### config.mk
export PLATFORM = sky130hd
export DESIGN_NAME = stm_ctrl
export DESIGN_NICKNAME = d
export VERILOG_FILES = /design/src/design/stm_pkg.sv /design/src/design/stm_ctrl.sv
export SDC_FILE = /design/constraint.sdc
export NUM_CORES = 1
export LEC_CHECK = 0
export BUFFER_PORTS_ARGS = -buffer_cell sky130_fd_sc_hd__clkbuf_2
export CORE_UTILIZATION = 35
export DETAILED_ROUTE_END_ITERATION = 7
export PLACE_DENSITY = 0.58
export SETUP_SLACK_MARGIN = 0.15
export SLEW_MARGIN = 20
export SYNTH_ARGS = -nofsm -noshare
export SYNTH_HDL_FRONTEND = slang
export SYNTH_SLANG_ARGS = --single-unit
### constraint.sdc
create_clock -name clk -period 1.75 [get_ports clk]
set_input_delay 0.35 -clock clk [delete_from_list [all_inputs] [get_ports clk]]
set_output_delay 0.35 -clock clk [all_outputs]
set_load 0.02 [all_outputs]
### src/design/stm_pkg.sv
// Shared types and constants for the sphere-tracing ray marcher.
// Used by stm_ctrl, stm_dp and sphere_trace_ray_marcher_top.
package stm_pkg;

	localparam int MAX_SPHERES = 8;
	localparam int FRAC_BITS   = 16;
	localparam int SLOT_W      = (MAX_SPHERES > 1) ? $clog2(MAX_SPHERES) : 1;
	localparam int K_W         = SLOT_W + 1;
	localparam int ISQRT_STEPS = 32;
	localparam int ITER_W      = $clog2(ISQRT_STEPS);

	localparam logic [1:0] CFG_STEP_LIMIT = 2'd0;
	localparam logic [1:0] CFG_THRESHOLD  = 2'd1;
	localparam logic [1:0] CFG_FAR_LIMIT  = 2'd2;

	localparam logic KIND_LOAD = 1'b0;
	localparam logic KIND_RAY  = 1'b1;

	typedef struct packed {
		logic              ld_ray;
		logic              ld_sph;
		logic              pt_mul;
		logic              pt_wr;
		logic              sq_mul;
		logic              acc_clr;
		logic              acc;
		logic              root_init;
		logic              root_step;
		logic              best_init;
		logic              best_upd;
		logic              trav_upd;
		logic              out_wr;
		logic [1:0]        axis;
		logic [SLOT_W-1:0] slot;
		logic [8:0]        count;
	} stm_cmd_t;

	typedef struct packed {
		logic       slot_valid;
		logic       stop;
		logic       out_busy;
		logic [7:0] step_limit;
	} stm_stat_t;

endpackage

### src/design/stm_ctrl.sv
// Controller: takes sphere load words, and sequences point, per-sphere distance,
// square root and step decisions for one ray. Depends on stm_pkg.
module stm_ctrl import stm_pkg::*; (
	input  logic      clk,
	input  logic      arst_n,
	input  logic      in_valid,
	output logic      in_ready,
	input  logic      kind,
	input  stm_stat_t stat,
	output stm_cmd_t  cmd
);

	localparam logic [3:0] ST_IDLE  = 4'd0;
	localparam logic [3:0] ST_PMUL  = 4'd1;
	localparam logic [3:0] ST_PWR   = 4'd2;
	localparam logic [3:0] ST_SCAN  = 4'd3;
	localparam logic [3:0] ST_SMUL  = 4'd4;
	localparam logic [3:0] ST_SACC  = 4'd5;
	localparam logic [3:0] ST_RINIT = 4'd6;
	localparam logic [3:0] ST_ROOT  = 4'd7;
	localparam logic [3:0] ST_RCMP  = 4'd8;
	localparam logic [3:0] ST_STEP  = 4'd9;
	localparam logic [3:0] ST_DONE  = 4'd10;

	logic [3:0]        state_q, state_d;
	logic [1:0]        axis_q, axis_d;
	logic [K_W-1:0]    slot_q, slot_d;
	logic [ITER_W-1:0] iter_q, iter_d;
	logic [8:0]        step_q, step_d;
	logic [8:0]        count_q, count_d;

	always_ff @(posedge clk or negedge arst_n) begin
		if (!arst_n) begin
			state_q <= ST_IDLE;
			axis_q  <= '0;
			slot_q  <= '0;
			iter_q  <= '0;
			step_q  <= '0;
			count_q <= '0;
		end else begin
			state_q <= state_d;
			axis_q  <= axis_d;
			slot_q  <= slot_d;
			iter_q  <= iter_d;
			step_q  <= step_d;
			count_q <= count_d;
		end
	end

	always_comb begin
		state_d = state_q;
		axis_d  = axis_q;
		slot_d  = slot_q;
		iter_d  = iter_q;
		step_d  = step_q;
		count_d = count_q;
		cmd     = '0;
		cmd.axis  = axis_q;
		cmd.slot  = slot_q[SLOT_W-1:0];
		cmd.count = count_q;
		in_ready  = 1'b0;
		case (state_q)
			ST_IDLE: begin
				in_ready = 1'b1;
				if (in_valid) begin
					if (kind == KIND_RAY) begin
						cmd.ld_ray = 1'b1;
						axis_d  = '0;
						step_d  = '0;
						state_d = ST_PMUL;
					end else begin
						cmd.ld_sph = 1'b1;
					end
				end
			end
			ST_PMUL: begin
				cmd.pt_mul = 1'b1;
				state_d = ST_PWR;
			end
			ST_PWR: begin
				cmd.pt_wr = 1'b1;
				if (axis_q == 2'd2) begin
					cmd.best_init = 1'b1;
					slot_d  = '0;
					state_d = ST_SCAN;
				end else begin
					axis_d  = axis_q + 2'd1;
					state_d = ST_PMUL;
				end
			end
			ST_SCAN: begin
				if (slot_q == K_W'(MAX_SPHERES)) begin
					state_d = ST_STEP;
				end else if (!stat.slot_valid) begin
					slot_d = slot_q + 1'b1;
				end else begin
					cmd.acc_clr = 1'b1;
					axis_d  = '0;
					state_d = ST_SMUL;
				end
			end
			ST_SMUL: begin
				cmd.sq_mul = 1'b1;
				state_d = ST_SACC;
			end
			ST_SACC: begin
				cmd.acc = 1'b1;
				if (axis_q == 2'd2) begin
					state_d = ST_RINIT;
				end else begin
					axis_d  = axis_q + 2'd1;
					state_d = ST_SMUL;
				end
			end
			ST_RINIT: begin
				cmd.root_init = 1'b1;
				iter_d  = '0;
				state_d = ST_ROOT;
			end
			ST_ROOT: begin
				cmd.root_step = 1'b1;
				iter_d = iter_q + 1'b1;
				if (iter_q == ITER_W'(ISQRT_STEPS - 1))
					state_d = ST_RCMP;
			end
			ST_RCMP: begin
				cmd.best_upd = 1'b1;
				slot_d  = slot_q + 1'b1;
				state_d = ST_SCAN;
			end
			ST_STEP: begin
				if (stat.stop) begin
					count_d = step_q;
					state_d = ST_DONE;
				end else if (step_q == {1'b0, stat.step_limit}) begin
					count_d = step_q + 9'd1;
					state_d = ST_DONE;
				end else begin
					cmd.trav_upd = 1'b1;
					step_d  = step_q + 9'd1;
					axis_d  = '0;
					state_d = ST_PMUL;
				end
			end
			ST_DONE: begin
				if (!stat.out_busy) begin
					cmd.out_wr = 1'b1;
					state_d = ST_IDLE;
				end
			end
			default: state_d = ST_IDLE;
		endcase
	end

`ifndef NO_ASSERTIONS
	a_ray_start: assert property (@(posedge clk) disable iff (!arst_n)
		(state_q == ST_IDLE && in_valid && kind == KIND_RAY) |=> state_q == ST_PMUL)
		else $error("ray did not start");
	a_root_len: assert property (@(posedge clk) disable iff (!arst_n)
		(state_q == ST_ROOT && iter_q == ITER_W'(ISQRT_STEPS - 1)) |=> state_q == ST_RCMP)
		else $error("square root length wrong");
	a_done: assert property (@(posedge clk) disable iff (!arst_n)
		(state_q == ST_DONE && !stat.out_busy) |=> state_q == ST_IDLE)
		else $error("result not handed off");
`endif

endmodule
==> flow_metrics.tcl, run 1 <==
set metrics [dict create \
    cts_max_level 2 \
    core_area_sq_um 5960 \
    fin_crit_sh_pct 116 \
    crit_path_end "slot_q[3]" \
    critical_path_class "flip-flop to flip-flop" \
    syn_nets 257 \
    yosys_warnings 0 \
    status "finished, violations left" \
    grt_pass1_vias 2177 \
    max_slew_margin_pct 69.6 \
    finClkSkew_ps 9.99 \
    synth_area_leaders "dfrtp_1 (38%), xor2_1 (6.0%), mux2_2 (4.7%)" \
    antenna_found_initial 0 \
    cp-start-kind "flip-flop" \
    hold_viol 0 \
    maxCapViolCount 0 \
    synth-edff-count 0 \
    crit_fanout 6 \
    clock.fmax_mhz 491 \
    synthToLayoutAreaGrowth_pct 75.2 \
    finalSetupViolCount 40 \
    slew_violations 0 \
    rsz0062_at_grt "true" \
    dieArea_sq_um 6530 \
    layout_setup_ws_ps -285 \
    synth_cell_types 51 \
    placed_cell_area_sq_um 2850 \
    root_buffer "clkbuf_8" \
    cp.arrival_ps 2210 \
    fin_area_sq_um 3810 \
    clk_pin_slew_ps 80 \
    cp.required_ps 1930 \
    fin_crit_ps 2040 \
    postSynthCellCount 236 \
    drive_above_1_share_pct 60.4 \
    drt_iter0_markers 108 \
    yosys.area.top_type "dfrtp_1" \
    regToRegStartpoint "state_q[2]" \
    ctsHoldBuffers 0 \
    wl_um 6940 \
    reg2reg_slack_ps -290 \
    ys_ff_latch 33 \
    worstReg2RegEnd "slot_q[3]" \
    preCtsSetupSlack_ps -170 \
    grt_usage_pct 21.4 \
    cts.sinks 33 \
    hold_path_class "input port to async pin" \
    fin_cells 431 \
    vias_per_cell 5.24 \
    leakage_nw 1.83 \
    power_density_nw_per_um2 1400 \
    violations "negative setup slack" \
    yosysTopAreaCellShare_pct 38.0 \
    die_w_um 80.8 \
    syn-cell-area_sq_um 2170 \
    antenna_cells 0 \
    synth_area_per_cell_sq_um 9.21 \
    ios 43 \
    grt_max_degree 34 \
    worstMarginPinSlew_ps 457 \
    num_vias 2258 \
    synth_top_flop_cell "dfrtp_1" \
    drt_pass1_iterations 4 \
    synthArstFlopShare_pct 100 \
    r2r_cells 8 \
    row_count 28 \
    die_y_um 80.8 \
    io_buffers 42 \
    wire_per_inst_um 16.1 \
    placedCellCount 387 \
    end_kind "flip-flop" \
    grt_overflow_total 0 \
    antenna_left 0 \
    dp_hpwl_um 4290 \
    cts_tree "built" \
    final_nets 376 \
    peakVddDrop_mv 0.701 \
    worstSetupStartpoint "state_q[2]" \
    grt_pass1_wl_um 10500 \
    gp_congestion 0.807 \
    clockBufferDepth 2 \
    drc 0 \
    clk_latency_ps 290 \
    seq_area_frac_synth_pct 38.0 \
    cts_buffers 5 \
    start_util_pct 36.5 \
]
-- cells in the final DEF, fill, tap and decap left out, types with 5 or more instances in the layout --
master    Yosys  layout
buf_4         4      53
nand2_1      21      16
clkbuf_8      0       7
dfrtp_1      33      30
o31ai_2       0       5
ha_1          6       5
clkbuf_2      0      28
nand2_2       2       5
buf_8         0      11
o31ai_1      11       6
o21ai_1       1       6
nand3_1       7       5
mux2_4        0      10
o21ai_0      12       6
xor2_1       15      14
nor2_1       23      18
nor2_4        0       5
buf_6         2      39
-- worst min-delay path by stage --
stage / end / slack (ps) / cells after the start / startpoint
5_1_grt: slot_q[1] / 130 / 2 / arst_n
6_report: slot_q[0] / 80 / 2 / arst_n
4_1_cts: slot_q[1] / 100 / 2 / arst_n
3_5_place_dp: slot_q[1] / 420 / 2 / arst_n
2_1_floorplan: axis_q[0] / 50 / 0 / arst_n
3_3_place_gp: slot_q[1] / 410 / 2 / arst_n
-- state kept, by name, summed over array words and instances, names as in the netlist --
| register | count |
|---|---|
| axis_q | 2 |
| iter_q | 5 |
| step_q | 9 |
| slot_q | 4 |
| count_q | 9 |
| state_q | 4 |
-- where the power goes --
group / total (mW) / internal [mW] / switching (mW)
logic: 3.55 / 1.90 / 1.66
registers: 1.14 / 0.962 / 0.175
clock network: 0.656 / 0.356 / 0.300
total: 5.35 / 3.21 / 2.13
-- metal layers --
| layer | part of all wire [%] | routed length, um | up-vias | track usage [%] |
|---|---|---|---|---|
| li1 | - | - | 1073 | - |
| met1 | 43 | 2980 | 1092 | 26.8 |
| met2 | 50 | 3470 | 77 | 36.7 |
| met3 | 4.5 | 314 | 16 | 3.37 |
| met4 | 2.5 | 174 | 0 | 8.21 |
| met5 | 0 | 0 | - | 0 |
-- critical path, cell delays in order, from the launching register on --
cell and delay [ps]:
dfrtp_2 450, buf_6 150, or4b_4 570, buf_6 140
buf_6 110, o41ai_4 50, nand4_1 160, xor2_1 220
nor2_1 80
-- cell families after synthesis --
family	count (synthesis)	synth area share, %
mux	13	6.62
buf+inv	26	6.27
flops	33	38.0
fa+ha+maj	6	3.45
simple gates	97	24.8
compound gates	43	13.6
xor+xnor	18	7.25
-- cell usage after synthesis, types with 2 or more instances --
cell type   n
nor4_1      2
or3_1       2
nor4b_1     2
nor2_1     23
and2_1      3
nor3_1      7
a31oi_1     3
buf_4       4
o21ai_0    12
xnor2_1     3
a22o_1      2
nand4_1     4
mux2i_1     2
buf_2       7
inv_1       6
nand2_1    21
dfrtp_1    33
xor2_1     15
mux2_2      9
nand2_2     2
nor4_4      2
and3_1      4
a21oi_1     5
mux2_1      2
buf_6       2
ha_1        6
nor2b_1     2
nand2b_1    6
clkbuf_1    6
nand3_1     7
a41oi_1     2
o31ai_1    11
-- per-stage QoR --
stage | hold slack [ps] | TNS, ps | util (%) | power, mW
floorplan | 54.4 | -1750 | - | 2.44
global placement | 411 | -1760 | 47.9 | 3.25
CTS | 99.3 | -4250 | 59.7 | 4.77
detailed placement | 418 | -1890 | 47.9 | 3.29
finish | 78.4 | -5920 | 63.9 | 5.35
global route | 128 | -8310 | 63.9 | 5.62
-- repair_timing --
item | in CTS | in global routing
endpoints found under the setup margin | 42 | 42
gates resized for setup | 111 | 41
buffers inserted | 20 | 16
pin swaps | 34 | 26
-- final cells by class --
| type | instances | area, sq um |
|---|---|---|
| clock buffer | 7 | 96.3 |
| clock inverter | 1 | 5.00 |
| fill | 451 | 2150 |
| inverter | 7 | 31.3 |
| multi-input combinational | 177 | 1610 |
| sequential | 33 | 830 |
| tap | 75 | 93.8 |
| timing repair buffer | 131 | 1140 |
Power figures use the tool's default switching activity.
==> run 2: changes to the inputs <==
Settings changed: SETUP_SLACK_MARGIN 0.15 to 0.2.
==> run 2 against run 1 <==
  * The run still ends with negative setup slack left
  * Die area is the same
  * Total power shrank 3.8%
  * Clock skew shrank 5.6 ps
  * Critical endpoint is now count_q[4]
  * Largest cell class unchanged
  * Largest power group unchanged
  * Highest routed layer unchanged
==> flow_metrics.tcl, run 2 (synthesis gave the netlist of run 1 again) <==
set metrics [dict create \
    status "finished, violations left" \
    violations "negative setup slack" \
    p_total_mw 5.14 \
    grt_usage_pct 20.1 \
    ctsHoldBuffers 0 \
    crit_chain "xor2_1, nor4_2, a31oi_1, buf_4, nor3_4, buf_6, mux2_4" \
    max_slew_margin_pct 70.0 \
    crit_fanout 6 \
    grt_max_degree 34 \
    cp.arrival_ps 2170 \
    grt_pass1_vias 2070 \
    antenna_left 0 \
    cp-start-kind "flip-flop" \
    path_depth 7 \
    synthToLayoutAreaGrowth_pct 71.4 \
    drive_above_1_share_pct 59.5 \
    rsz0062_at_grt "true" \
    clockBufferDepth 2 \
    antenna_cells 0 \
    finClkSkew_ps 4.42 \
    critPathBufInv 2 \
    maxCapViolCount 0 \
    layout_commonest_cell "buf_4" \
    leakage_nw 1.80 \
    fin_cells 426 \
    num_vias 2182 \
    max_stage_delay_ps 400 \
    biggestRegsByFlops "count_q: 9 flops, step_q: 9 flops, iter_q: 5 flops" \
    cts.sinks 33 \
    final_nets 372 \
    wl_um 6610 \
    antenna_found_initial 0 \
    drt_iter0_markers 94 \
    drt_pass1_iterations 4 \
    finalHoldWorstSlack_ps 82.6 \
    hold_path_class "input port to async pin" \
    power_density_nw_per_um2 1380 \
    dp_hpwl_um 4360 \
    clk_latency_ps 280 \
    fin_crit_ps 2000 \
    cts_tree "built" \
    finalSetupViolCount 38 \
    end_kind "flip-flop" \
    final.fill_count 479 \
    drc 0 \
    cts_max_level 2 \
    placedCellCount 392 \
    core_area_sq_um 5960 \
    grt_overflow_total 0 \
    worstMarginPinSlew_ps 450 \
    slew_violations 0 \
    crit_family "simple AND/OR/NAND/NOR gates" \
    die_w_um 80.8 \
    vias_per_cell 5.12 \
    fin_crit_sh_pct 114 \
    row_count 28 \
    cp.required_ps 1920 \
    gp_congestion 0.865 \
    grt_pass1_wl_um 9940 \
    clk_pin_slew_ps 70 \
    io_buffers 42 \
    final_cell_mix "buf_4 (56), buf_6 (35), dfrtp_1 (31)" \
    crit_slowest_cell "dfrtp_1" \
    critical_path_class "flip-flop to flip-flop" \
    die_y_um 80.8 \
    peakVddDrop_mv 0.710 \
    ios 43 \
    clock.fmax_mhz 501 \
    start_util_pct 36.5 \
    wire_per_inst_um 15.5 \
    r2r_cells 7 \
    layout_setup_ws_ps -247 \
    dieArea_sq_um 6530 \
    root_buffer "clkbuf_8" \
    hold_viol 0 \
    cts_buffers 5 \
]
-- run 2: layout make-up --
cell class | instances | area [sq um] | area share (%)
Clock buffer | 7 | 86.3 | 2.32
Timing Repair Buffer | 127 | 1080 | 28.9
Multi-Input combinational cell | 177 | 1610 | 43.2
Inverter | 7 | 28.8 | 0.772
Tap cell | 75 | 93.8 | 2.52
Sequential cell | 33 | 828 | 22.2
-- run 2: where the power goes --
group          switching, mW  leakage [nW]  internal, mW
registers              0.156         0.431         0.960
clock network          0.279        0.0443         0.312
logic                   1.62          1.33          1.82
-- run 2: per-layer routing --
metal,wire length [um],part of all wire [%],up-vias,GRT usage (%)
met5,0,0,-,0
met4,80,1.2,0,6.25
met3,345,5.2,9,5.06
met2,3250,49,61,31.8
met1,2930,44,1046,26.8
li1,-,-,1066,-
-- run 2: final timing paths --
check,start,slack (ps),end
worst min-delay path,arst_n,80,slot_q[0]
min in group clk,stat[8],460,state_q[3]
worst min register to register,count_q[8],520,count_q[8]
worst max register to register,step_q[0],-250,count_q[4]
max in group asynchronous,arst_n,1320,state_q[3]
worst max-delay path,step_q[0],-250,count_q[4]
-- run 2: metrics by stage --
step	instance area (sq um)	setup slack (ps)	utilization (%)	setup TNS (ps)
floorplan	2280	-236	-	-1750
global placement	2900	-142	48.6	-1620
detailed placement	2900	-198	48.6	-2250
CTS	3390	-253	56.9	-4680
global route	3730	-334	62.6	-8380
finish	3730	-247	62.6	-5020
-- run 2: worst reg2reg max path, stage by stage (launching register included) --
cell     delay [ps]
dfrtp_1         400
xor2_1          160
nor4_2          320
a31oi_1         170
buf_4           170
nor3_4          170
buf_6           180
mux2_4          310
-- run 2: timing repair --
action | CTS | global route
hold endpoints to repair | 0 | 0
setup endpoints to repair | 43 | 43
resized for setup | 71 | 70
pin swaps | 18 | 18
setup buffers | 15 | 12
